**src/rtl/ippm_pkg.sv**
```systemverilog
// Package for the interval paint priority match block.
// Holds field widths, the action codes and the structs shared by the table and top level.
// No dependencies.
`timescale 1ns / 1ps

package ippm_pkg;

    localparam int unsigned MAX_INTERVALS_DEF = 16;

    localparam int unsigned POS_W   = 10;
    localparam int unsigned COLOR_W = 16;
    localparam int unsigned LEN_W   = 11;
    localparam int unsigned ACT_W   = 2;

    localparam logic [LEN_W-1:0] LINE_LEN_RESET = 11'd1024;

    // Input beat: range_start, range_end, paint_color, position (46 bits, padded to 48).
    localparam int unsigned IN_DATA_W  = 48;
    // Result beat: pixel_color, covered, table_full, out_of_line (19 bits, padded to 24).
    localparam int unsigned OUT_DATA_W = 24;

    typedef enum logic [ACT_W-1:0] {
        ACT_APPEND = 2'd0,
        ACT_QUERY  = 2'd1,
        ACT_CLEAR  = 2'd2
    } action_t;

    // Table update for one beat.
    typedef struct packed {
        logic               append;
        logic               clear;
        logic [POS_W-1:0]   range_start;
        logic [POS_W-1:0]   range_end;
        logic [COLOR_W-1:0] paint_color;
    } table_cmd_t;

    // Lookup answer from the table, valid in the same cycle as the command.
    typedef struct packed {
        logic               hit;
        logic [COLOR_W-1:0] color;
        logic               full;
    } lookup_t;

endpackage

```
**src/rtl/ippm_table.sv**
```systemverilog
// Interval table: stores start, end and color per entry plus the fill count,
// and finds the newest entry that covers a position. Depends on ippm_pkg.
`timescale 1ns / 1ps

module ippm_table #(
    parameter int unsigned MAX_INTERVALS = ippm_pkg::MAX_INTERVALS_DEF
) (
    input  logic                            clk,
    input  logic                            rst_n,
    input  logic                            cmd_en,
    input  ippm_pkg::table_cmd_t            cmd,
    input  logic [ippm_pkg::POS_W-1:0]      position,
    output ippm_pkg::lookup_t               lookup
);

    localparam int unsigned CNT_W = $clog2(MAX_INTERVALS + 1);
    localparam int unsigned IDX_W = (MAX_INTERVALS > 1) ? $clog2(MAX_INTERVALS) : 1;
    localparam logic [CNT_W-1:0] CNT_MAX = CNT_W'(MAX_INTERVALS);

    logic [ippm_pkg::POS_W-1:0]   starts_reg [MAX_INTERVALS];
    logic [ippm_pkg::POS_W-1:0]   ends_reg   [MAX_INTERVALS];
    logic [ippm_pkg::COLOR_W-1:0] colors_reg [MAX_INTERVALS];
    logic [CNT_W-1:0]             count_reg;
    logic [CNT_W-1:0]             count_next;
    logic                         full;
    logic                         wr_en;

    assign full  = (count_reg == CNT_MAX);
    assign wr_en = cmd_en && cmd.append && !full;

    always_comb
    begin
        count_next = count_reg;
        if (cmd_en && cmd.clear)
        begin
            count_next = '0;
        end
        else if (wr_en)
        begin
            count_next = count_reg + CNT_W'(1);
        end
    end

    always_ff @(posedge clk or negedge rst_n)
    begin
        if (!rst_n)
        begin
            count_reg <= '0;
        end
        else
        begin
            count_reg <= count_next;
        end
    end

    always_ff @(posedge clk)
    begin
        if (wr_en)
        begin
            starts_reg[count_reg[IDX_W-1:0]] <= cmd.range_start;
            ends_reg[count_reg[IDX_W-1:0]]   <= cmd.range_end;
            colors_reg[count_reg[IDX_W-1:0]] <= cmd.paint_color;
        end
    end

    // Compare every live entry in parallel; a higher index is newer and wins.
    always_comb
    begin
        lookup.hit   = 1'b0;
        lookup.color = '0;
        lookup.full  = full;
        for (int k = 0; k < MAX_INTERVALS; k++)
        begin
            if ((CNT_W'(k) < count_reg) &&
                (starts_reg[k] <= position) && (position <= ends_reg[k]))
            begin
                lookup.hit   = 1'b1;
                lookup.color = colors_reg[k];
            end
        end
    end

endmodule

```
**src/rtl/interval_paint_priority_match.sv**
```systemverilog
// Top level of the interval paint priority match block.
// Holds the input and result registers and the line length register; uses ippm_pkg, ippm_table.
//
//  channel | dir | handshake          | payload
//  --------+-----+--------------------+-------------------------------------------------
//  s_*     | in  | s_tvalid/s_tready  | tuser: action; tdata: start, end, color, position
//  m_*     | out | m_tvalid/m_tready  | tdata: pixel_color, covered, table_full, out_of_line
//  cfg_*   | in  | cfg_valid/cfg_ready| cfg_data: line_length (always ready)
//
// One beat per cycle sustained while m_tready stays high; a beat passes through the input
// register, then the result register, before its result shows on m_tvalid. The parallel
// compare over all table entries lies between those two registers.
// Reset (rst_n low, asynchronous) empties the table and restores line_length to 1024.
// A stalled result holds in the result register; the input register still takes one
// more beat, then s_tready drops until m_tready frees the result register.
`timescale 1ns / 1ps

module interval_paint_priority_match #(
    parameter int unsigned MAX_INTERVALS = ippm_pkg::MAX_INTERVALS_DEF
) (
    input  logic                               clk,
    input  logic                               rst_n,
    input  logic                               s_tvalid,
    output logic                               s_tready,
    // [9:0] range_start, [19:10] range_end, [35:20] paint_color, [45:36] position
    input  logic [ippm_pkg::IN_DATA_W-1:0]     s_tdata,
    // [1:0] action
    input  logic [ippm_pkg::ACT_W-1:0]         s_tuser,
    output logic                               m_tvalid,
    input  logic                               m_tready,
    // [15:0] pixel_color, [16] covered, [17] table_full, [18] out_of_line
    output logic [ippm_pkg::OUT_DATA_W-1:0]    m_tdata,
    input  logic                               cfg_valid,
    output logic                               cfg_ready,
    input  logic [ippm_pkg::LEN_W-1:0]         cfg_data
);

    localparam int unsigned POS_W   = ippm_pkg::POS_W;
    localparam int unsigned COLOR_W = ippm_pkg::COLOR_W;
    localparam int unsigned LEN_W   = ippm_pkg::LEN_W;

    // Input register
    logic                    in_valid_reg;
    ippm_pkg::action_t       in_action_reg;
    logic [POS_W-1:0]        in_start_reg;
    logic [POS_W-1:0]        in_end_reg;
    logic [COLOR_W-1:0]      in_color_reg;
    logic [POS_W-1:0]        in_pos_reg;

    // Result register
    logic                    out_valid_reg;
    logic [COLOR_W-1:0]      out_color_reg;
    logic                    out_covered_reg;
    logic                    out_full_reg;
    logic                    out_ool_reg;
    logic [COLOR_W-1:0]      out_color_next;
    logic                    out_covered_next;
    logic                    out_full_next;
    logic                    out_ool_next;

    logic [LEN_W-1:0]        line_len_reg;

    logic                    advance;
    logic                    s_take;
    ippm_pkg::table_cmd_t    cmd;
    ippm_pkg::lookup_t       lookup;

    // Advance the held beat whenever the result register is empty or being drained.
    assign advance   = in_valid_reg && (!out_valid_reg || m_tready);
    assign s_tready  = !in_valid_reg || advance;
    assign s_take    = s_tvalid && s_tready;
    assign cfg_ready = 1'b1;

    always_ff @(posedge clk or negedge rst_n)
    begin
        if (!rst_n)
        begin
            line_len_reg <= ippm_pkg::LINE_LEN_RESET;
        end
        else if (cfg_valid)
        begin
            line_len_reg <= cfg_data;
        end
    end

    always_ff @(posedge clk or negedge rst_n)
    begin
        if (!rst_n)
        begin
            in_valid_reg <= 1'b0;
        end
        else if (s_tready)
        begin
            in_valid_reg <= s_tvalid;
        end
    end

    // Payload of the input register: capture on every taken beat.
    always_ff @(posedge clk)
    begin
        if (s_take)
        begin
            in_action_reg <= ippm_pkg::action_t'(s_tuser);
            in_start_reg  <= s_tdata[9:0];
            in_end_reg    <= s_tdata[19:10];
            in_color_reg  <= s_tdata[35:20];
            in_pos_reg    <= s_tdata[45:36];
        end
    end

    always_comb
    begin
        cmd.append      = (in_action_reg == ippm_pkg::ACT_APPEND);
        cmd.clear       = (in_action_reg == ippm_pkg::ACT_CLEAR);
        cmd.range_start = in_start_reg;
        cmd.range_end   = in_end_reg;
        cmd.paint_color = in_color_reg;
    end

    ippm_table #(
        .MAX_INTERVALS (MAX_INTERVALS)
    ) u_table (
        .clk      (clk),
        .rst_n    (rst_n),
        .cmd_en   (advance),
        .cmd      (cmd),
        .position (in_pos_reg),
        .lookup   (lookup)
    );

    // Form the result. The lookup sees the table as it stood before this beat.
    always_comb
    begin
        out_color_next   = '0;
        out_covered_next = 1'b0;
        out_full_next    = 1'b0;
        out_ool_next     = 1'b0;
        case (in_action_reg)
            ippm_pkg::ACT_APPEND:
            begin
                out_full_next = lookup.full;
            end
            ippm_pkg::ACT_QUERY:
            begin
                if ({1'b0, in_pos_reg} >= line_len_reg)
                begin
                    out_ool_next = 1'b1;
                end
                else
                begin
                    out_covered_next = lookup.hit;
                    out_color_next   = lookup.color;
                end
            end
            default:
            begin
                // Clear and the unused code give an all-zero result.
                out_full_next = 1'b0;
            end
        endcase
    end

    always_ff @(posedge clk or negedge rst_n)
    begin
        if (!rst_n)
        begin
            out_valid_reg <= 1'b0;
        end
        else if (advance)
        begin
            out_valid_reg <= 1'b1;
        end
        else if (m_tready)
        begin
            out_valid_reg <= 1'b0;
        end
    end

    always_ff @(posedge clk)
    begin
        if (advance)
        begin
            out_color_reg   <= out_color_next;
            out_covered_reg <= out_covered_next;
            out_full_reg    <= out_full_next;
            out_ool_reg     <= out_ool_next;
        end
    end

    assign m_tvalid = out_valid_reg;
    assign m_tdata  = {5'd0, out_ool_reg, out_full_reg, out_covered_reg, out_color_reg};

endmodule

```
**config.mk**
```make
export PLATFORM = sky130hd
export DESIGN_NAME = interval_paint_priority_match
export DESIGN_NICKNAME = d
export VERILOG_FILES = /design/src/rtl/ippm_pkg.sv /design/src/rtl/ippm_table.sv /design/src/rtl/interval_paint_priority_match.sv
export SDC_FILE = /design/constraint.sdc
export NUM_CORES = 1
export LEC_CHECK = 0
export BUFFER_PORTS_ARGS = -buffer_cell sky130_fd_sc_hd__buf_4
export CAP_MARGIN = 20
export CORE_MARGIN = 2
export CORE_UTILIZATION = 40
export CTS_CLUSTER_DIAMETER = 50
export DETAILED_ROUTE_END_ITERATION = 6
export GPL_TIMING_DRIVEN = 1
export SLEW_MARGIN = 10
export SYNTH_ARGS = -nofsm -noshare
export SYNTH_HDL_FRONTEND = slang
export SYNTH_SLANG_ARGS = --single-unit
```
**constraint.sdc**
```tcl
create_clock -name clk -period 6.5 [get_ports clk]
set_input_delay 0.975 -clock clk [delete_from_list [all_inputs] [get_ports clk]]
set_output_delay 0.975 -clock clk [all_outputs]
set_load 0.005 [all_outputs]
```
# Word level (Yosys, flattened, before mapping)
# Memories as Yosys holds them, arrays and structs flattened.
# Cells that the tools add are included.
word_totals:
  memories: 3
  inputBits: 66
  ramBits: 576
  ff_bits: 85
memory_table:
  columns: ["memory", "words", "width", "read_ports", "rd_ports_with_merged_regs", "write_ports", "line", "rtl"]
  rows:
  - ["u_table.colors_reg", 16, 16, 16, 0, 1, "ippm_table.sv:22", "logic [ippm_pkg::COLOR_W-1:0] colors_reg [MAX_INTERVALS];"]
  - ["u_table.ends_reg", 16, 10, 16, 0, 1, "ippm_table.sv:21", "logic [ippm_pkg::POS_W-1:0] ends_reg [MAX_INTERVALS];"]
  - ["u_table.starts_reg", 16, 10, 16, 0, 1, "ippm_table.sv:20", "logic [ippm_pkg::POS_W-1:0] starts_reg [MAX_INTERVALS];"]
op_classes:
  mux: 23
  bitwise_logic: 1
  magnitude_cmp: 49
  eq_ne: 3
  n_reduce_logical: 46
  n_addsub: 1
op_table:
  columns: ["cell", "n"]
  rows:
  - ["less-or-equal comparator 10 bit", 32]
  - ["two-way mux 17 bit", 16]
  - ["< comparator 4 x 5 -> 1 bit (first input constant)", 8]
  - ["logical AND 1 bit", 37]
  - ["< comparator 3 x 5 -> 1 bit (first input constant)", 4]
  - [">= comparator 10 x 11 -> 1 bit", 1]
  - ["< comparator 1 x 5 -> 1 bit (first input constant)", 2]
  - ["< comparator 2 x 5 -> 1 bit (first input constant)", 2]
  - ["two-way mux 5 bit", 2]
  - ["adder 5 x 1 -> 5 bit (second input constant)", 1]
  - ["== test 5 bit (second input constant)", 1]
  - ["two-way mux 1 bit", 5]
  - ["nonzero test 2 bit", 2]
  - ["logical NOT 1 bit", 3]
  - ["== test 2 x 1 -> 1 bit (second input constant)", 1]
  - ["== test 2 bit (second input constant)", 1]
  - ["logical NOT 2 bit", 1]
  - ["logical OR 1 bit", 2]
  - ["OR reduction 2 bit", 1]
  - ["inverter 1 bit", 1]

# Logic depth before layout (Yosys ltp)
# An unclocked memory read counts as a cell.
logic_depth:
  word_depth: 20
  mapped_depth: 13

# By module
# From an unflattened synthesis, not the netlist that was laid out.
unflattened:
  cells_unflattened: 2241
  hier_area_um2: 30918.4
by_module_without_submodules:
  columns: ["mod", "seq_area_each_um2", "n_inst", "cells_per_inst", "area_per_inst_um2"]
  rows:
  - ["ippm_table", 17421.7, 1, 2046, 27874.2]
  - ["interval_paint_priority_match", 2338.5, 1, 195, 3044.2]

# Least setup slack after synthesis
# OpenSTA, ideal clock, no wires.
synth_timing:
  path_type: "input -> register"
  startpoint: "input port m_tready"
  endpoint: "memory u_table.colors_reg[0][0] (netlist name), enable pin"
  n_path_buf: 0
  stages: 4
  arrival_time_ns: 4.208
  slack_ns: 1.818
  setup_ns: 0.474
  cell_sequence: "nand2b_1 nand2_1 or4_1 nor3_1"
synth_via:
  elab_chain_len: 6
synth_lines:
  columns: ["element", "line", "rtl"]
  rows:
  - ["start, declared", "interval_paint_priority_match.sv:30", "input logic m_tready,"]
  - ["logical OR 1 bit", "interval_paint_priority_match.sv:69", "assign advance = in_valid_reg && (!out_valid_reg || m_tready);"]
  - ["logical AND 1 bit", "interval_paint_priority_match.sv:69", null]
  - ["logical AND 1 bit (2 in series)", "ippm_table.sv:29", "assign wr_en = cmd_en && cmd.append && !full;"]
  - ["two-way mux 1 bit", "ippm_table.sv:58", "if (wr_en)"]
  - ["two-way mux 1 bit (not written as such)", "ippm_table.sv:62", "colors_reg[count_reg[IDX_W-1:0]] <= cmd.paint_color;"]
  - ["end, declared", "ippm_table.sv:22", null]
# Every way passes these cells.

# Worst setup path in the final report
layout_timing:
  startpoint: "register in_pos_reg[3]"
  endpoint: "register out_color_reg[4], data pin"
layout_via:
  elab_chain_len: 19
  elab_cells_between_ends: 82
  classes_between: "order compare: 33; mux: 16; reduce/logical: 33"
layout_lines:
  columns: ["element", "line", "rtl"]
  rows:
  - ["start, declared", "interval_paint_priority_match.sv:48", "logic [POS_W-1:0] in_pos_reg;"]
  - ["start signal, assigned", "interval_paint_priority_match.sv:107", "in_pos_reg <= s_tdata[45:36];"]
  - ["less-or-equal comparator 10 bit", "ippm_table.sv:75", "(starts_reg[k] <= position) && (position <= ends_reg[k]))"]
  - ["logical AND 1 bit", "ippm_table.sv:74", "if ((CNT_W'(k) < count_reg) &&"]
  - ["logical AND 1 bit", "ippm_table.sv:75", null]
  - ["two-way mux 17 bit (16 in series)", "ippm_table.sv:74", null]
  - ["end signal, assigned", "interval_paint_priority_match.sv:183", "out_color_reg <= out_color_next;"]
  - ["end, declared", "interval_paint_priority_match.sv:52", "logic [COLOR_W-1:0] out_color_reg;"]
# Parallel ways exist; a longest one is shown, timed or not.
# A chain may end at the register's enable or synchronous reset.

==> run summary <==
Status -> complete, no violations
Final Util -> 46.5%
Sequential-to-total area share from yosys stat -> 63.8%
Lkg Pwr -> 13.8 nW
Hpwl dp -> 51,500 um
Routed len/inst -> 23.8 um
Crit path launch type -> flop
Clk pwr share -> 43.3%
Sw Pwr -> 2.45 mW
CTS tree -> built
Min Tclk post-route -> 4960 ps
R2R setup slack -> 1540 ps
Number of hold buffers added after CTS -> 0
Total number of vias -> 19,500
Top post-synthesis cells by area -> edfxtp_1, ha_1, inv_1
Clock Tree Root -> clkbuf_16
Post-synth ARST share -> 2.72%
Avg Inst Size Synth -> 13.9 um^2
RSZ-0062 raised after global routing -> no
Yosys top cell area share -> 62.3%
Port bufs -> 84
Synth Flop Type -> edfxtp_1
Via/cell ratio -> 5.59
GP Congestion -> 0.821
Worst setup margin -> 1540 ps
Kind of end point of the critical path -> flop
CP Data Arrival Time -> 5310 ps
Int Power -> 7.82 mW
Residual DRC -> 0
Initial antenna violation count -> 0
Min-delay worst type -> in -> async
H-tree levels -> 3
Max Freq -> 202 MHz
MaxCap Viol Count -> 0
Vias in the first global route -> 19,700
Clk sink count -> 661
Measured slew at the worst slew-check pin -> 1160 ps
Post-Route Setup TNS -> 0 ps
Filler cells -> 6,761
Area of placed instances -> 33,000 um^2
Cell area power density -> 287 nW/um^2
Fin. max-slew vios -> 0
WL final -> 82,900 um
ANT nets after route -> 0
Global-route wire length before repair -> 123,000 um
Final instance area -> 35,800 um^2
Total global routing overflow -> 0
GRT Resource Usage Total -> 21.0%
Die W -> 282 um
Top-Level Pins -> 93
Final Setup Violations -> 0
Core Region -> 77,100 um^2
Max FFs per register -> 256
Clock Skew -> 23.2 ps
Logic pwr share -> 8.8%
Placed cell count -> 3,341
Final Hold Fails -> 0
Latest clock arrival within the worst-skew pair -> 620 ps
Setup bufs post-CTS -> 0
Ys Warns -> 0
#FFs+latches synth -> 661
Power Total -> 10.3 mW
Critical Path RT -> 6860 ps
CTS buffer count -> 79
Synth cell types -> 84
Row count -> 102
Fin cells -> 3,490
Die height -> 282 um
Worst-path clk slew -> 60 ps
Syn Std Cell Area -> 31,000 um^2
Crit path max fanout -> 20
Multi-input combinational cell area -> 10,100 um^2
Layout area overhead -> 15.6%
Net count, final -> 2,789
Share of cells above drive strength 1 -> 12.6%
Cell taking the most area after synthesis -> edfxtp_1
EDFF count, synth -> 643
Net Sw Frac -> 23.9%
Die area -> 79,700 um^2
Longest Clk Path Bufs -> 3
Max transition margin -> 22.9%
Post-Synthesis Cells -> 2,224
Maximum VDD drop -> 0.171 mV
Initial Util -> 40.2%
Sequential Power Share -> 47.9%
Post-CTS sizing -> 0
Period Utilization, post-route -> 76.3%
Largest net degree at the start of global routing -> 49
Final hold slack -> 268 ps
CP Class -> reg -> reg
Drt first pass iters -> 5
Pre-CTS setup slack -> 1560 ps
Flip-flop and latch area -> 19,800 um^2
Initial DRC count -> 1,545
==> synthesized netlist by cell type (all sizes together) (11+ instances only) <==
cell	instances
nand2	111
o221ai	17
nand2b	25
edfxtp	643
nor3	50
nand3	26
and3	13
ha	334
a31oi	11
buf	31
o2111ai	16
a21o	21
a211o	25
o22ai	16
a221oi	25
o21a	17
o21ai	91
o211ai	15
a211oi	58
dfrtp	17
nand4	51
o221a	15
nor2	75
o22a	12
inv	241
a221o	15
a21oi	81
and2	14
clkbuf	26
==> path summary, 6_finish.rpt <==
kind                               start               end  depth (start not counted)
min in group clk            in_valid_reg          m_tvalid                          1
max                        in_pos_reg[3]  out_color_reg[4]                         12
max in group asynchronous          rst_n  line_len_reg[10]                          1
max reg2reg                in_pos_reg[3]  out_color_reg[4]                         12
min                                rst_n      in_valid_reg                          1
min reg2reg                 in_valid_reg          m_tvalid                          1
==> routing by layer <==
metal	track usage [%]	share of wire [%]
met5	0	0
met4	7.48	3.0
met3	3.35	6.5
met2	36.6	49
met1	26.5	41
==> cells by family (layout without fill, tap and decap cells) <==
logic type,Yosys count,in the layout,synth area share (%)
DFF,661,661,63.8
AOI/OAI and AO/OA,494,494,11.6
and+or+nand+nor,428,428,7.06
adders and majority gates,334,334,13.5
buffers and inverters,299,520,3.87
xor gates and xnor gates,3,3,0.0849
muxes,3,3,0.105
other,2,7,0.0243
==> cell usage in the layout, fill, tap and decap left out, drive strengths merged, types with 16 or more instances in the layout <==
cell / n
edfxtp: 643
ha: 334
inv: 248
buf: 137
nand2: 111
clkbuf: 93
o21ai: 91
a21oi: 81
nor2: 75
a211oi: 58
nand4: 51
nor3: 50
nand3: 26
clkinv: 26
nand2b: 25
a211o: 25
a221oi: 25
a21o: 21
o21a: 17
o221ai: 17
dfrtp: 17
o2111ai: 16
o22ai: 16
==> power by group through the flow <==
stage,registers (mW),logic (mW),clock network [mW]
2_1_floorplan,4.95,0.536,0
3_3_place_gp,5.01,0.856,0
3_5_place_dp,5.01,0.890,0
4_1_cts,4.93,0.895,4.53
5_1_grt,4.94,0.991,4.70
6_report,4.92,0.900,4.45
==> final cells by class <==
cell class              instances  share of cell area, %
flip-flops and latches        661                   55.2
multi-input cells            1268                   28.1
clock buffers                  93                   5.79
well taps                    1040                   3.63
repair buffers                137                   3.21
inverters                     242                   2.54
clock inverters                48                   1.54
diodes                          1                0.00699
==> critical path, cell delays in order (launching register included) <==
cell and delay [ps]:
edfxtp_1 810, inv_1 110, buf_4 270, ha_1 330, nand2_1 60, or3_1 370, o221ai_1 210, a221o_2 620
clkinv_1 950, a311oi_1 500, nor3_1 90, a211oi_1 240, a21oi_1 100
No activity file was read; power rests on OpenSTA's default activity.
